===== config.mk =====
export PLATFORM = sky130hd
export DESIGN_NAME = itseg_cell
export DESIGN_NICKNAME = d
export VERILOG_FILES = /design/src/rtl/core/itseg_pkg.sv /design/src/rtl/core/itseg_cell.sv
export SDC_FILE = /design/constraint.sdc
export NUM_CORES = 2
export LEC_CHECK = 0
export CAP_MARGIN = 30
export CORE_MARGIN = 1.5
export CORE_UTILIZATION = 55
export CTS_CLUSTER_SIZE = 14
export DETAILED_ROUTE_END_ITERATION = 10
export DONT_BUFFER_PORTS = 1
export HOLD_SLACK_MARGIN = 0.02
export PLACE_DENSITY = 0.73
export RECOVER_POWER = 25
export SYNTH_ARGS = -nofsm -noshare
export SYNTH_HDL_FRONTEND = slang
export SYNTH_SLANG_ARGS = --single-unit

===== constraint.sdc =====
create_clock -name clk -period 6.95 [get_ports clk]
set_input_delay 0.695 -clock clk [delete_from_list [all_inputs] [get_ports clk]]
set_output_delay 0.695 -clock clk [all_outputs]
set_load 0.05 [all_outputs]

===== src/rtl/core/itseg_pkg.sv =====
// itseg_pkg: shared types and constants for the interval timeline segmenter
`default_nettype none
package itseg_pkg;

  localparam int NUM_W  = 32;
  localparam int DEN_W  = 20;
  localparam int PROD_W = NUM_W + DEN_W;

  localparam logic [63:0] FNV_BASIS = 64'hcbf29ce484222325;
  localparam logic [8:0]  FNV_PRIME_LO = 9'h1b3;
  localparam int          FNV_PRIME_SHIFT = 40;

  // one event time held by a sort cell
  typedef struct packed {
    logic             vld;
    logic [NUM_W-1:0] num;
    logic [DEN_W-1:0] den;
  } ev_t;

  // per-cycle command broadcast to every sort cell
  typedef struct packed {
    logic clear;
    logic calc;
    logic ins;
    logic shift;
  } cell_ctrl_t;

  // hash unit command
  typedef struct packed {
    logic init;
    logic step;
  } fnv_ctrl_t;

endpackage
`default_nettype wire


===== src/rtl/core/itseg_cell.sv =====
// itseg_cell: one slot of the sorted event chain with its own cross-multiply compare
`default_nettype none
module itseg_cell (
  input  wire                              clk,
  input  wire                              rst_n,
  input  wire itseg_pkg::cell_ctrl_t       ctrl,
  input  wire [itseg_pkg::NUM_W-1:0]       x_num,
  input  wire [itseg_pkg::DEN_W-1:0]       x_den,
  input  wire itseg_pkg::ev_t              prev_ev,
  input  wire                              prev_lt,
  input  wire itseg_pkg::ev_t              next_ev,
  output itseg_pkg::ev_t                   ev_o,
  output logic                             lt_o,
  output logic                             eq_o
);

  itseg_pkg::ev_t                    ev_r;
  logic [itseg_pkg::PROD_W-1:0]      px_r;
  logic [itseg_pkg::PROD_W-1:0]      pv_r;

  // cross products of the incoming time against the held one
  always_ff @(posedge clk) begin
    if (ctrl.calc) begin
      px_r <= x_num * ev_r.den;
      pv_r <= ev_r.num * x_den;
    end
  end

  // an empty slot sorts after everything
  assign lt_o = !ev_r.vld || (px_r < pv_r);
  assign eq_o = ev_r.vld && (px_r == pv_r);

  // slot contents: clear, shift toward the head, or insert with shift toward the tail
  always_ff @(posedge clk) begin
    if (!rst_n) begin
      ev_r.vld <= 1'b0;
    end else if (ctrl.clear) begin
      ev_r.vld <= 1'b0;
    end else if (ctrl.shift) begin
      ev_r <= next_ev;
    end else if (ctrl.ins && lt_o) begin
      if (prev_lt) begin
        ev_r <= prev_ev;
      end else begin
        ev_r <= '{vld: 1'b1, num: x_num, den: x_den};
      end
    end
  end

  assign ev_o = ev_r;

endmodule
`default_nettype wire


==> out/summary.txt <==
fin crit share - 99.4%
RePlAce Congestion - 0.931
number of setup violations in the final report - 0
number of global-route vias before repair - 38356
CP Data Required Time - 7.16 ns
Final Core Density - 60.6%
Clock Skew - 0.0173 ns
post-synthesis mux area share - 1.09%
MaxCap Viol Count - 0
setup tns final - 0 ns
Antenna Nets Post-Route - 0
RSZ-0062 raised after global routing - true
Synth Area in Adders - 54.0%
Clock Tree Buf Depth - 2
DR vias/cell - 5.50
Cell Rows - 108
Post-Synthesis Net Count - 6897
Critical Path AT - 7.12 ns
final hold violation count - 0
Global Route Usage Sum - 29.0%
clock sinks - 157
synthesized cell area - 48500 sq um
cell mode on critical path - fa_1
synth warn - 0
crit path capture type - flip-flop
Yosys top cell by area - fa_1
Synth Area in Simple Gates - 15.8%
XOR/XNOR share of the synthesized area - 1.77%
top cells by area, synth - fa_1, ha_1, edfxtp_1
Unique masters post-synth - 74
share of layout cells above drive strength 1 - 8.57%
first-pass GRT wire length - 204000 um
fmax - 145 MHz
number of flops mapped to enable cells by yosys - 156
main combinational cell family by area after synthesis - adder cells
max incr delay on CP - 0.52 ns
mean routed wirelength per cell - 19.5 um
complex-gate fraction of the synthesized area - 5.87%
initial cell density of the core - 55.7%
I/O Buffers - 0
#FFs+latches synth - 157
HP Class - input pin to flip-flop
Overflow after GRT - 0
Total Die Area - 90000 sq um
minimum clock period after layout - 6.91 ns
WS Path Type - flip-flop to flip-flop
Boundary Pins - 220
hold_buf cts - 0
Layout Area Growth over Synthesis - 8.80%
DR vias - 35637
pre-CTS WS - -0.296 ns
DRT Pass-1 Iters - 5
Worst-Skew Late Latency - 0.45 ns
initial antenna violation count - 6
worst-margin pin slew - 0.973 ns
NumNets Final - 6919
average size of a mapped cell - 9.18 sq um
Synth Flop Type - edfxtp_1
hpwl dp - 101000 um
Placeable Area - 87000 sq um
Finished Cell Area - 52800 sq um
Hold Crit Start - ctrl[2]
largest net degree at the start of global routing - 108
Slew Limit Headroom - 34.7%
H-tree depth - 4
Crit. Startpoint - ev_o[4]
Die Span Y - 300 um
post-synth top area share - 44.3%
Seq/Total Area, Yosys - 9.70%
CP Launch Type - flip-flop
TritonCTS clock tree - built
CTS Root Cell - clkbuf_16
DRC - 0
fin worst setup slack - 0.0391 ns
Worst-path clk slew - 0.08 ns
FILL cells - 7335
highest-count cells in the layout ignoring fill and taps - inv_1, fa_1, nand2_1
Slowest-stage cell, CP - fa_1
detailed-route wire length - 127000 um
status - complete, no violations
worst r2r src - ev_o[4]
Num CTS Buffers - 17
Post-synth ARST share - 0%
Final Max Slew Viols - 0
DP Area - 51100 sq um
Cells after Synth - 5284
DRT iter0 DRCs - 2261
commonest non-fill, non-tap cell in the layout - inv_1
Die W - 300 um
Crit Path Max Fanout - 13
-- cells in the mapped netlist, types with 47 or more instances --
master	number
inv_1	1217
fa_1	1072
nand2_1	824
and2_1	587
ha_1	376
clkbuf_1	276
edfxtp_1	156
a21oi_1	117
o21ai_0	110
a21o_1	95
xnor2_1	67
mux2i_1	53
nor2_1	47
-- repair_timing --
action | 4_1_cts | 5_1_grt
gates resized for setup | 12 | 138
cloned | 0 | 6
pin swaps | 5 | 59
hold endpoints to repair | 0 | 0
setup endpoints to repair | 11 | 43
setup buffers | 4 | 41
-- per-layer routing --
layer | track usage [%] | wire length, um
met2 | 49.4 | 62400
met4 | 8.07 | 3620
met3 | 5.26 | 10100
met5 | 0 | 27
met1 | 38.2 | 50400
-- area by class of cell --
class                           instances  area, sq um  share of cell area, %
Tap cell                             1155         1450                   2.74
Inverter                             1217         4570                   8.66
Sequential cell                       157         4700                   8.92
Clock inverter                         15          148                  0.280
Antenna cell                            3         7.51                 0.0142
Clock buffer                           17          425                  0.806
Multi-Input combinational cell       3612        38600                   73.2
Timing Repair Buffer                  301         2850                   5.39
-- sequential cells by signal, indices dropped and copies added, names as in the netlist --
signal,flops
pv_r,52
ev_o,53
px_r,52
-- path summary, 6_finish.rpt --
check / endpoint / cells past startpoint / slack [ns]
setup / recovery: px_r[47] / 25 / 0.04
hold / removal: pv_r[0] / 0 / 0.38
setup reg to reg: px_r[47] / 25 / 0.04
hold reg to reg: ev_o[52] / 3 / 0.99
-- critical path, delay by kind of cell, from the launching register on --
kind            cells  cell delay (ns)
buf+inv             8             0.93
compound gates      4             0.59
flops               1             0.49
simple gates        4             0.74
xor+xnor            1             0.13
fa+ha+maj           8             3.78
-- stage by stage --
| step | hold WS (ns) | std cells |
|---|---|---|
| 6_report | 0.375 | 6477 |
| 4_1_cts | 0.357 | 6427 |
| 5_1_grt | 0.350 | 6474 |
| 2_1_floorplan | 0.807 | 5284 |
| 3_3_place_gp | 0.824 | 6390 |
| 3_5_place_dp | 0.818 | 6391 |
-- logic make-up (layout without fill, tap and decap cells) --
kind of cell / count (synthesis) / in the layout
AOI/OAI and AO/OA: 435 / 435
xor gates and xnor gates: 98 / 98
adders and majority gates: 1448 / 1448
buffers and inverters: 1515 / 1550
DFF: 157 / 157
muxes: 53 / 53
other: 0 / 3
and+or+nand+nor: 1578 / 1578
Power is not shown: default switching activity piles up to over one toggle a cycle in this logic, so the estimate is an artifact.
