===== src/rtl/core/itseg_pkg.sv =====
// itseg_pkg: shared types and constants for the interval timeline segmenter
`default_nettype none
package itseg_pkg;

  localparam int NUM_W  = 32;
  localparam int DEN_W  = 20;
  localparam int PROD_W = NUM_W + DEN_W;

  localparam logic [63:0] FNV_BASIS = 64'hcbf29ce484222325;
  localparam logic [8:0]  FNV_PRIME_LO = 9'h1b3;
  localparam int          FNV_PRIME_SHIFT = 40;

  // one event time held by a sort cell
  typedef struct packed {
    logic             vld;
    logic [NUM_W-1:0] num;
    logic [DEN_W-1:0] den;
  } ev_t;

  // per-cycle command broadcast to every sort cell
  typedef struct packed {
    logic clear;
    logic calc;
    logic ins;
    logic shift;
  } cell_ctrl_t;

  // hash unit command
  typedef struct packed {
    logic init;
    logic step;
  } fnv_ctrl_t;

endpackage
`default_nettype wire


===== src/rtl/core/itseg_fnv.sv =====
// itseg_fnv: running FNV-1a 64 hash, one byte per cycle while step is high
`default_nettype none
module itseg_fnv (
  input  wire                      clk,
  input  wire                      rst_n,
  input  wire itseg_pkg::fnv_ctrl_t ctrl,
  input  wire [7:0]                byte_i,
  output logic [63:0]              hash_o
);

  logic [63:0] hash_r;
  logic [63:0] mixed;
  logic [63:0] hash_nxt;

  // multiply by the prime as a shift plus a narrow product
  assign mixed    = hash_r ^ {56'd0, byte_i};
  assign hash_nxt = (mixed << itseg_pkg::FNV_PRIME_SHIFT)
                  + 64'(mixed * itseg_pkg::FNV_PRIME_LO);

  always_ff @(posedge clk) begin
    if (!rst_n) begin
      hash_r <= itseg_pkg::FNV_BASIS;
    end else if (ctrl.init) begin
      hash_r <= itseg_pkg::FNV_BASIS;
    end else if (ctrl.step) begin
      hash_r <= hash_nxt;
    end
  end

  assign hash_o = hash_r;

endmodule
`default_nettype wire


===== config.mk =====
export PLATFORM = sky130hd
export DESIGN_NAME = itseg_fnv
export DESIGN_NICKNAME = d
export VERILOG_FILES = /design/src/rtl/core/itseg_pkg.sv /design/src/rtl/core/itseg_fnv.sv
export SDC_FILE = /design/constraint.sdc
export NUM_CORES = 1
export LEC_CHECK = 0
export BUFFER_PORTS_ARGS = -buffer_cell sky130_fd_sc_hd__buf_2
export CAP_MARGIN = 30
export CELL_PAD_IN_SITES_DETAIL_PLACEMENT = 2
export CELL_PAD_IN_SITES_GLOBAL_PLACEMENT = 2
export CORE_MARGIN = 4
export CORE_UTILIZATION = 37
export CTS_BUF_LIST = sky130_fd_sc_hd__clkbuf_8
export CTS_CLUSTER_DIAMETER = 120
export DETAILED_ROUTE_END_ITERATION = 6
export PLACE_DENSITY_LB_ADDON = 0.15
export SYNTH_ARGS = -nofsm -noshare
export SYNTH_HDL_FRONTEND = slang
export SYNTH_SLANG_ARGS = --single-unit

===== constraint.sdc =====
create_clock -name clk -period 5.25 [get_ports clk]
set_input_delay 0 -clock clk [delete_from_list [all_inputs] [get_ports clk]]
set_output_delay 0 -clock clk [all_outputs]
set_load 0.01 [all_outputs]

==> run metrics, run 1 <==
RSZ-0062 raised after global routing yes; fin. max-slew vios 0; # DRC 2; final worst-path cycle share 103.5%; Detailed Route Iter0 Violations 719; syn nets 2,063; vias in the first global route 14,540; layout overhead on the synthesized area 27.65%; Hold WC Path Type in -> reg; sequential fraction of the synthesis area 8.978%; Die Y-Extent 204.4 um; Worst Tran Pin Value 1052 ps; Top FF cell, synth dfxtp_1; CP arrival 5760 ps; H-tree lvl count 3; initial antenna violation count 0; layout cells sized above 1 28.74%; PortBufs 75; CP required 5570 ps; CP Class reg -> reg; Final GP Congestion 0.9497; Vias 13,070; total iterations of the first detailed-routing run 7; global-route wire length before repair 87.29 mm; clock buffer depth 2; largest net degree at the start of global routing 47; hpwl dp 48.30 mm; async set-reset flop share out of synthesis 0%; area of the core 37,840 um2; average wire per standard cell 27.20 um; worst skew pair latency 450 ps; CTS Sinks 64; initial core utilization 37.71%; clock transition at the registers of the reported paths 100 ps; met2 Use GR 47.92%; cell mode on critical path ha_1; M1 GR Usage 35.87%; final worst slack -184.8 ps; Mapped Avg Cell Area 8.675 um2; max FFs per register 64; final wirelength 65.67 mm; Hold Fails Final Rpt 0; setup violators final 26; gr ovfl total 0; TritonCTS clock tree done; GRT Max-Usage Layer met2; Max-cap violations 0; cells after synthesis 1,645; Worst path max stage delay 620 ps; Antenna Cells 0; Vias/cell 5.413; Rows 71; WHS 155.1 ps; CP Capture Type flip-flop; die width 204.4 um; CP Launch Type flip-flop; Root Buffer clkbuf_8; Final nets 2,316; routing usage on met3 3.158%; post-synthesis cell type count 64; crit path time final 5435 ps; Finished Core Util 48.14%; Syn. warnings 0; Non-Filler Instances 2,414; slew margin rel. 29.89%; Final Skew 28.96 ps; EDFF count, synth 0; Tot GR Track Use 27.79%; die area 41,780 um2; CP Max Fanout 5; crit-path cells xor2_2, ha_1, buf_4, xor2_1, ha_1, fa_1, fa_1, ha_1, ha_4, a21oi_2, o21ai_0, a221oi_2, o21ai_2, o2111ai_2, a21oi_1, o21ai_0, a211o_1, nand3_1; status finished, violations left; Cells after DPL 2,366; mapped cell area 14,270 um2; #FFs+latches synth 64; Final ANT Viol Nets 0; io pins 76; slowest stage cell on the critical path fa_1; Max Freq 184.0 MHz; Num CTS Buffers 9; failing checks DRC, setup timing
[critical path: cells and delay by family (launching register included)]
family | cells | cell delay [ps]
compound gates | 8 | 2050
buf+inv | 1 | 180
flops | 1 | 390
fa+ha+maj | 6 | 2270
xor+xnor | 2 | 370
simple gates | 1 | 80
[metrics by stage]
| step | cell area (um2) | setup slack [ps] | TNS [ps] |
|---|---|---|---|
| final | 18220 | -184.8 | -1985 |
| after global placement | 16470 | -300.9 | -317.3 |
| after global routing | 18220 | -327.6 | -7757 |
| after CTS | 17080 | -8.132 | -8.132 |
| after floorplan | 14270 | 204.7 | 0 |
| after detailed placement | 16470 | -470.2 | -3894 |
[Yosys cell counts, drive strengths merged (3+ instances only)]
master	n	area (um2)
xnor2	71	621.9
o21a	5	37.54
ha	196	2452
or3	6	37.54
nor2	80	300.3
nand4	15	93.84
fa	210	4204
dfxtp	64	1281
xor2	56	490.5
clkbuf	36	137.6
and3	9	56.30
nand2	76	285.3
and4	6	52.55
buf	11	57.55
nand4b	3	26.28
nor2b	7	43.79
a21oi	92	479.2
a2111oi	3	45.05
o211ai	19	147.6
a211oi	10	80.07
o31ai	5	47.54
o21bai	15	112.6
nand3	29	145.1
and2	5	31.28
inv	410	1539
or2	5	31.28
o22ai	8	50.05
nand2b	7	43.79
o2111ai	3	32.53
o21ai	63	319.1
mux2i	26	260.3
nor3	11	55.05
a31oi	7	43.79
a21o	56	427.9
[cells in the final DEF (no fill, tap or decap), types with 5 or more instances in the layout]
master    Yosys  routed
dfxtp_1      64      23
nor3_1       11       9
nand2_2       0       5
o21ai_2       1       7
inv_2         1      14
dfxtp_2       0      32
mux2i_1      26      26
nand3_1      29      28
o21ai_0      50      35
inv_1       409     395
o22ai_1       8       8
dfxtp_4       0       9
o21ai_1      12      20
nand2b_1      7       6
nor2_2        0       9
buf_2         7      75
nand4_1      15      15
ha_4          0      40
nor2_1       80      71
ha_2          0      28
a21o_1       55      55
a211oi_1      9       5
a21oi_1      87      68
nor2b_1       7       5
ha_1        196     128
nand2_1      76      70
o21bai_1     15      13
fa_1        210     206
xor2_1       56      42
o211ai_1     18      18
a31oi_1       7       5
xnor2_1      71      65
and3_1        9       9
buf_4         2     208
xor2_2        0      10
clkbuf_8      0      11
a21oi_2       5      20
[per-layer routing]
layer / wire length (um) / up-vias
met5: 0 / -
met4: 3607 / 0
met3: 2451 / 143
met2: 32680 / 368
met1: 26920 / 6826
li1: - / 5730
[final timing paths]
| check | from | end | slack (ps) | cells past startpoint |
|---|---|---|---|---|
| setup reg to reg | hash_o[6] | hash_o[47] | -180 | 18 |
| setup / recovery | hash_o[6] | hash_o[47] | -180 | 18 |
| hold reg to reg | hash_o[30] | hash_o[30] | 540 | 2 |
| hold / removal | ctrl[1] | hash_o[5] | 160 | 4 |
[kinds of logic (layout without fill, tap and decap cells)]
logic type | count (synthesis) | count (layout) | synth area share [%]
adder cells (fa/ha/maj) | 406 | 406 | 46.64
flip-flops | 64 | 64 | 8.978
XOR/XNOR | 127 | 127 | 7.794
AND/OR/NAND/NOR | 261 | 261 | 8.513
AO/OA/AOI/OAI | 304 | 304 | 14.10
buffers and inverters | 457 | 715 | 12.15
multiplexers | 26 | 26 | 1.824
[final cells by class]
class / count / area [um2]
timing repair buffer: 289 / 2021
clock inverter: 5 / 55.05
sequential: 64 / 1355
fill: 4160 / 19630
multi-input combinational: 1124 / 12450
tap: 511 / 639.4
inverter: 410 / 1543
clock buffer: 11 / 151.4
[repair_timing]
action | in CTS | in global routing
setup endpoints to repair | 40 | 46
pin swaps | 29 | 75
hold endpoints to repair | 1 | 0
cloned | 0 | 0
hold buffers | 1 | 0
resized for setup | 73 | 212
setup buffers | 7 | 25
Power of run 1 is not shown: default switching activity piles up to over one toggle a cycle in this logic, so the estimate is an artifact.
==> run 2: changes to the inputs <==
--- a/config.mk
+++ b/config.mk
@@ -5,15 +5,17 @@
 export SDC_FILE = /design/constraint.sdc
 export NUM_CORES = 1
 export LEC_CHECK = 0
+export ABC_AREA = 1
 export BUFFER_PORTS_ARGS = -buffer_cell sky130_fd_sc_hd__buf_2
 export CAP_MARGIN = 30
 export CELL_PAD_IN_SITES_DETAIL_PLACEMENT = 2
 export CELL_PAD_IN_SITES_GLOBAL_PLACEMENT = 2
 export CORE_MARGIN = 4
-export CORE_UTILIZATION = 37
+export CORE_UTILIZATION = 34
 export CTS_BUF_LIST = sky130_fd_sc_hd__clkbuf_8
 export CTS_CLUSTER_DIAMETER = 120
 export DETAILED_ROUTE_END_ITERATION = 6
+export MAX_ROUTING_LAYER = met4
 export PLACE_DENSITY_LB_ADDON = 0.15
 export SYNTH_ARGS = -nofsm -noshare
 export SYNTH_HDL_FRONTEND = slang
==> run 2 against run 1 <==
Against the previous run: the flow now finishes without violations; non-clock buffer count shrank 132; sequential cell count is the same; register-to-register slack gained 360 ps; highest routed layer unchanged.
==> run metrics, run 2 <==
max FFs per register 64 (unchanged); Final nets 2,917 (was 2,316); Vias/cell 4.880 (was 5.413); slew margin rel. 34.02% (was 29.89%); commonest non-fill, non-tap cell in the layout inv_1 (unchanged); Root Buffer clkbuf_8 (unchanged); R2R Path Start hash_o[48] (was hash_o[6]); crit path time final 5077 ps (was 5435 ps); hold path start rst_n (was ctrl[1]); average wire per standard cell 22.69 um (was 27.20 um); setup violators final 0 (was 26); Hold WC Path Type in -> reg (unchanged); Rows 79 (was 71); Worst Tran Pin Value 989.7 ps (was 1052 ps); count leader, synth inv_1 (unchanged); Syn. warnings 0 (unchanged); layout overhead on the synthesized area 13.00% (was 27.65%); Die Y-Extent 226.3 um (was 204.4 um); TNS Setup 0 ps (was -1985 ps); global-route wire length before repair 107.6 mm (was 87.29 mm); clock transition at the registers of the reported paths 100 ps (about the same); Num CTS Buffers 9 (unchanged); most frequent cells in the layout 725 x inv_1, 548 x nand2_1, 210 x fa_1, 188 x ha_1, 117 x nor2_1 (was 395 x inv_1, 208 x buf_4, 206 x fa_1, 128 x ha_1, 75 x buf_2); R2R Path End hash_o[61] (was hash_o[47]); CP Max Fanout 5 (unchanged); layout cells sized above 1 11.59% (was 28.74%); Final GP Congestion 0.9654 (was 0.9497); crit-path cells buf_12, ha_1, inv_1, fa_1, inv_1, fa_1, inv_1, fa_1, fa_1, inv_1, ha_1, nand2_1, nor2_1, nand2_1, nor2_2, and3_1, nand2_2, nand3_1, nand3_1, nand2_1, inv_1 (was xor2_2, ha_1, buf_4, xor2_1, ha_1, fa_1, fa_1, ha_1, ha_4, a21oi_2, o21ai_0, a221oi_2, o21ai_2, o2111ai_2, a21oi_1, o21ai_0, a211o_1, nand3_1); dominant cells by area after synthesis fa_1 26%, inv_1 17%, ha_1 15%, nand2_1 13%, dfxtp_1 7.9% (was fa_1 29%, ha_1 17%, inv_1 11%, dfxtp_1 9.0%, xnor2_1 4.4%); H-tree lvl count 3 (unchanged); cell taking the most area after synthesis fa_1 (unchanged); Yosys top cell area share 25.94% (was 29.46%); initial antenna violation count 0 (unchanged); Tot GR Track Use 29.15% (was 27.79%); TritonCTS clock tree done (unchanged); PortBufs 75 (unchanged); worst skew pair latency 440 ps (was 450 ps); clock buffer depth 2 (unchanged); cell mode on critical path inv_1 (was ha_1); io pins 76 (unchanged); CP Launch Type flip-flop (unchanged); CP Capture Type flip-flop (unchanged); status finished clean (was finished, violations left); # DRC 0 (was 2); die width 226.3 um (was 204.4 um); #FFs+latches synth 64 (unchanged); Finished Core Util 39.09% (was 48.14%); CP startpoint hash_o[48] (was hash_o[6]); R2R Setup Slk 170 ps (was -180 ps); async set-reset flop share out of synthesis 0% (unchanged); sequential fraction of the synthesis area 7.905% (was 8.978%); Hold Fails Final Rpt 0 (unchanged); Worst path max stage delay 550 ps (was 620 ps); # fillers 5,753 (was 4,160); mapped cell area 16,210 um2 (was 14,270 um2); Max-cap violations 0 (unchanged); Detailed Route Iter0 Violations 690 (was 719); final worst slack 173.2 ps (was -184.8 ps); CP required 5580 ps (was 5570 ps); largest net degree at the start of global routing 61 (was 47); RSZ-0062 raised after global routing yes (unchanged); final worst-path cycle share 96.70% (was 103.5%); post-synthesis cell type count 37 (was 64); CP arrival 5410 ps (was 5760 ps); gr ovfl total 0 (unchanged); total iterations of the first detailed-routing run 5 (was 7); final wirelength 70.60 mm (was 65.67 mm); area of the core 46,850 um2 (was 37,840 um2); slowest stage cell on the critical path fa_1 (unchanged); syn nets 2,769 (was 2,063); hpwl dp 63.09 mm (was 48.30 mm); initial core utilization 34.59% (was 37.71%); Final ANT Viol Nets 0 (unchanged); Mapped Avg Cell Area 6.894 um2 (was 8.675 um2); worst-case reg-to-reg path depth 21 (was 18); Place WS -266.0 ps (was -470.2 ps); synth cell count leaders 727 x inv_1, 553 x nand2_1, 210 x fa_1, 196 x ha_1, 123 x nor2_1 (was 409 x inv_1, 210 x fa_1, 196 x ha_1, 87 x a21oi_1, 80 x nor2_1); CTS Sinks 64 (unchanged); Top FF cell, synth dfxtp_1 (unchanged); CP Class reg -> reg (unchanged); vias in the first global route 17,210 (was 14,540); Vias 15,180 (was 13,070); Final Skew 16.02 ps (was 28.96 ps); die area 51,230 um2 (was 41,780 um2); Max Freq 197.0 MHz (was 184.0 MHz); Worst Setup EP hash_o[61] (was hash_o[47]); fin. max-slew vios 0 (unchanged); EDFF count, synth 0 (unchanged); cells after synthesis 2,351 (was 1,645)
[run 2: cell count changes after synthesis, moves of 26 or more]
cell,previous run,this run
inv_1,409,727
nor2_1,80,123
nand3_1,29,75
xnor2_1,71,29
mux2i_1,26,0
a21o_1,55,4
nand2_1,76,553
nor2_2,0,26
[run 2: layer usage]
metal  vias up  share of wire (%)  routed length (um)  track usage [%]
li1       7172                  -                   -                -
met1      7778                 47               33430            39.49
met2       182                 47               33480            48.25
met3        50                3.1                2222            2.486
met4         0                2.1                1471            5.931
met5         -                  0                   0                -
[run 2: area by class of cell]
class	instances	area, um2	share of cell area [%]
Antenna cell	1	2.502	0.01366
Clock inverter	3	40.04	0.2186
Tap cell	607	759.5	4.147
Inverter	743	2790	15.23
Sequential cell	64	1290	7.043
Clock buffer	12	165.2	0.9018
Timing Repair Buffer	157	1031	5.629
Multi-Input combinational cell	1524	12240	66.81
[run 2: cells by family after synthesis]
kind of cell / share of synthesized area, %
buffers and inverters: 17.69
and+or+nand+nor: 22.29
DFF: 7.905
AOI/OAI and AO/OA: 6.122
xor gates and xnor gates: 4.917
adders and majority gates: 41.07
[run 2: worst min-delay path by stage]
stage,to,cells after the start
2_1_floorplan,hash_o[5],2
3_3_place_gp,hash_o[0],1
3_5_place_dp,hash_o[0],1
4_1_cts,hash_o[5],5
5_1_grt,hash_o[5],5
6_report,hash_o[5],5
[run 2: timing repair]
item / in CTS / in global routing
endpoints found under the hold margin: 1 / 0
setup endpoints to repair: 26 / 31
setup buffers: 0 / 0
hold buffers: 1 / 0
pin swaps: 0 / 1
gates resized for setup: 5 / 40
[run 2: through the flow]
stage	cell area (um2)	cells	hold slack, ps
floorplan	16210	2351	174.4
global placement	17910	3094	440.3
detailed placement	17910	3094	445.8
CTS	18160	3110	44.72
global route	18310	3110	94.53
finish	18320	3111	85.57
[run 2: worst max-delay path, delay by kind of cell, from the launching register on]
kind / cells / cell delay [ps]
fa+ha+maj: 6 / 2760
simple gates: 9 / 1330
buf+inv: 6 / 540
flops: 1 / 330
Power of run 2 is left out for the same reason.
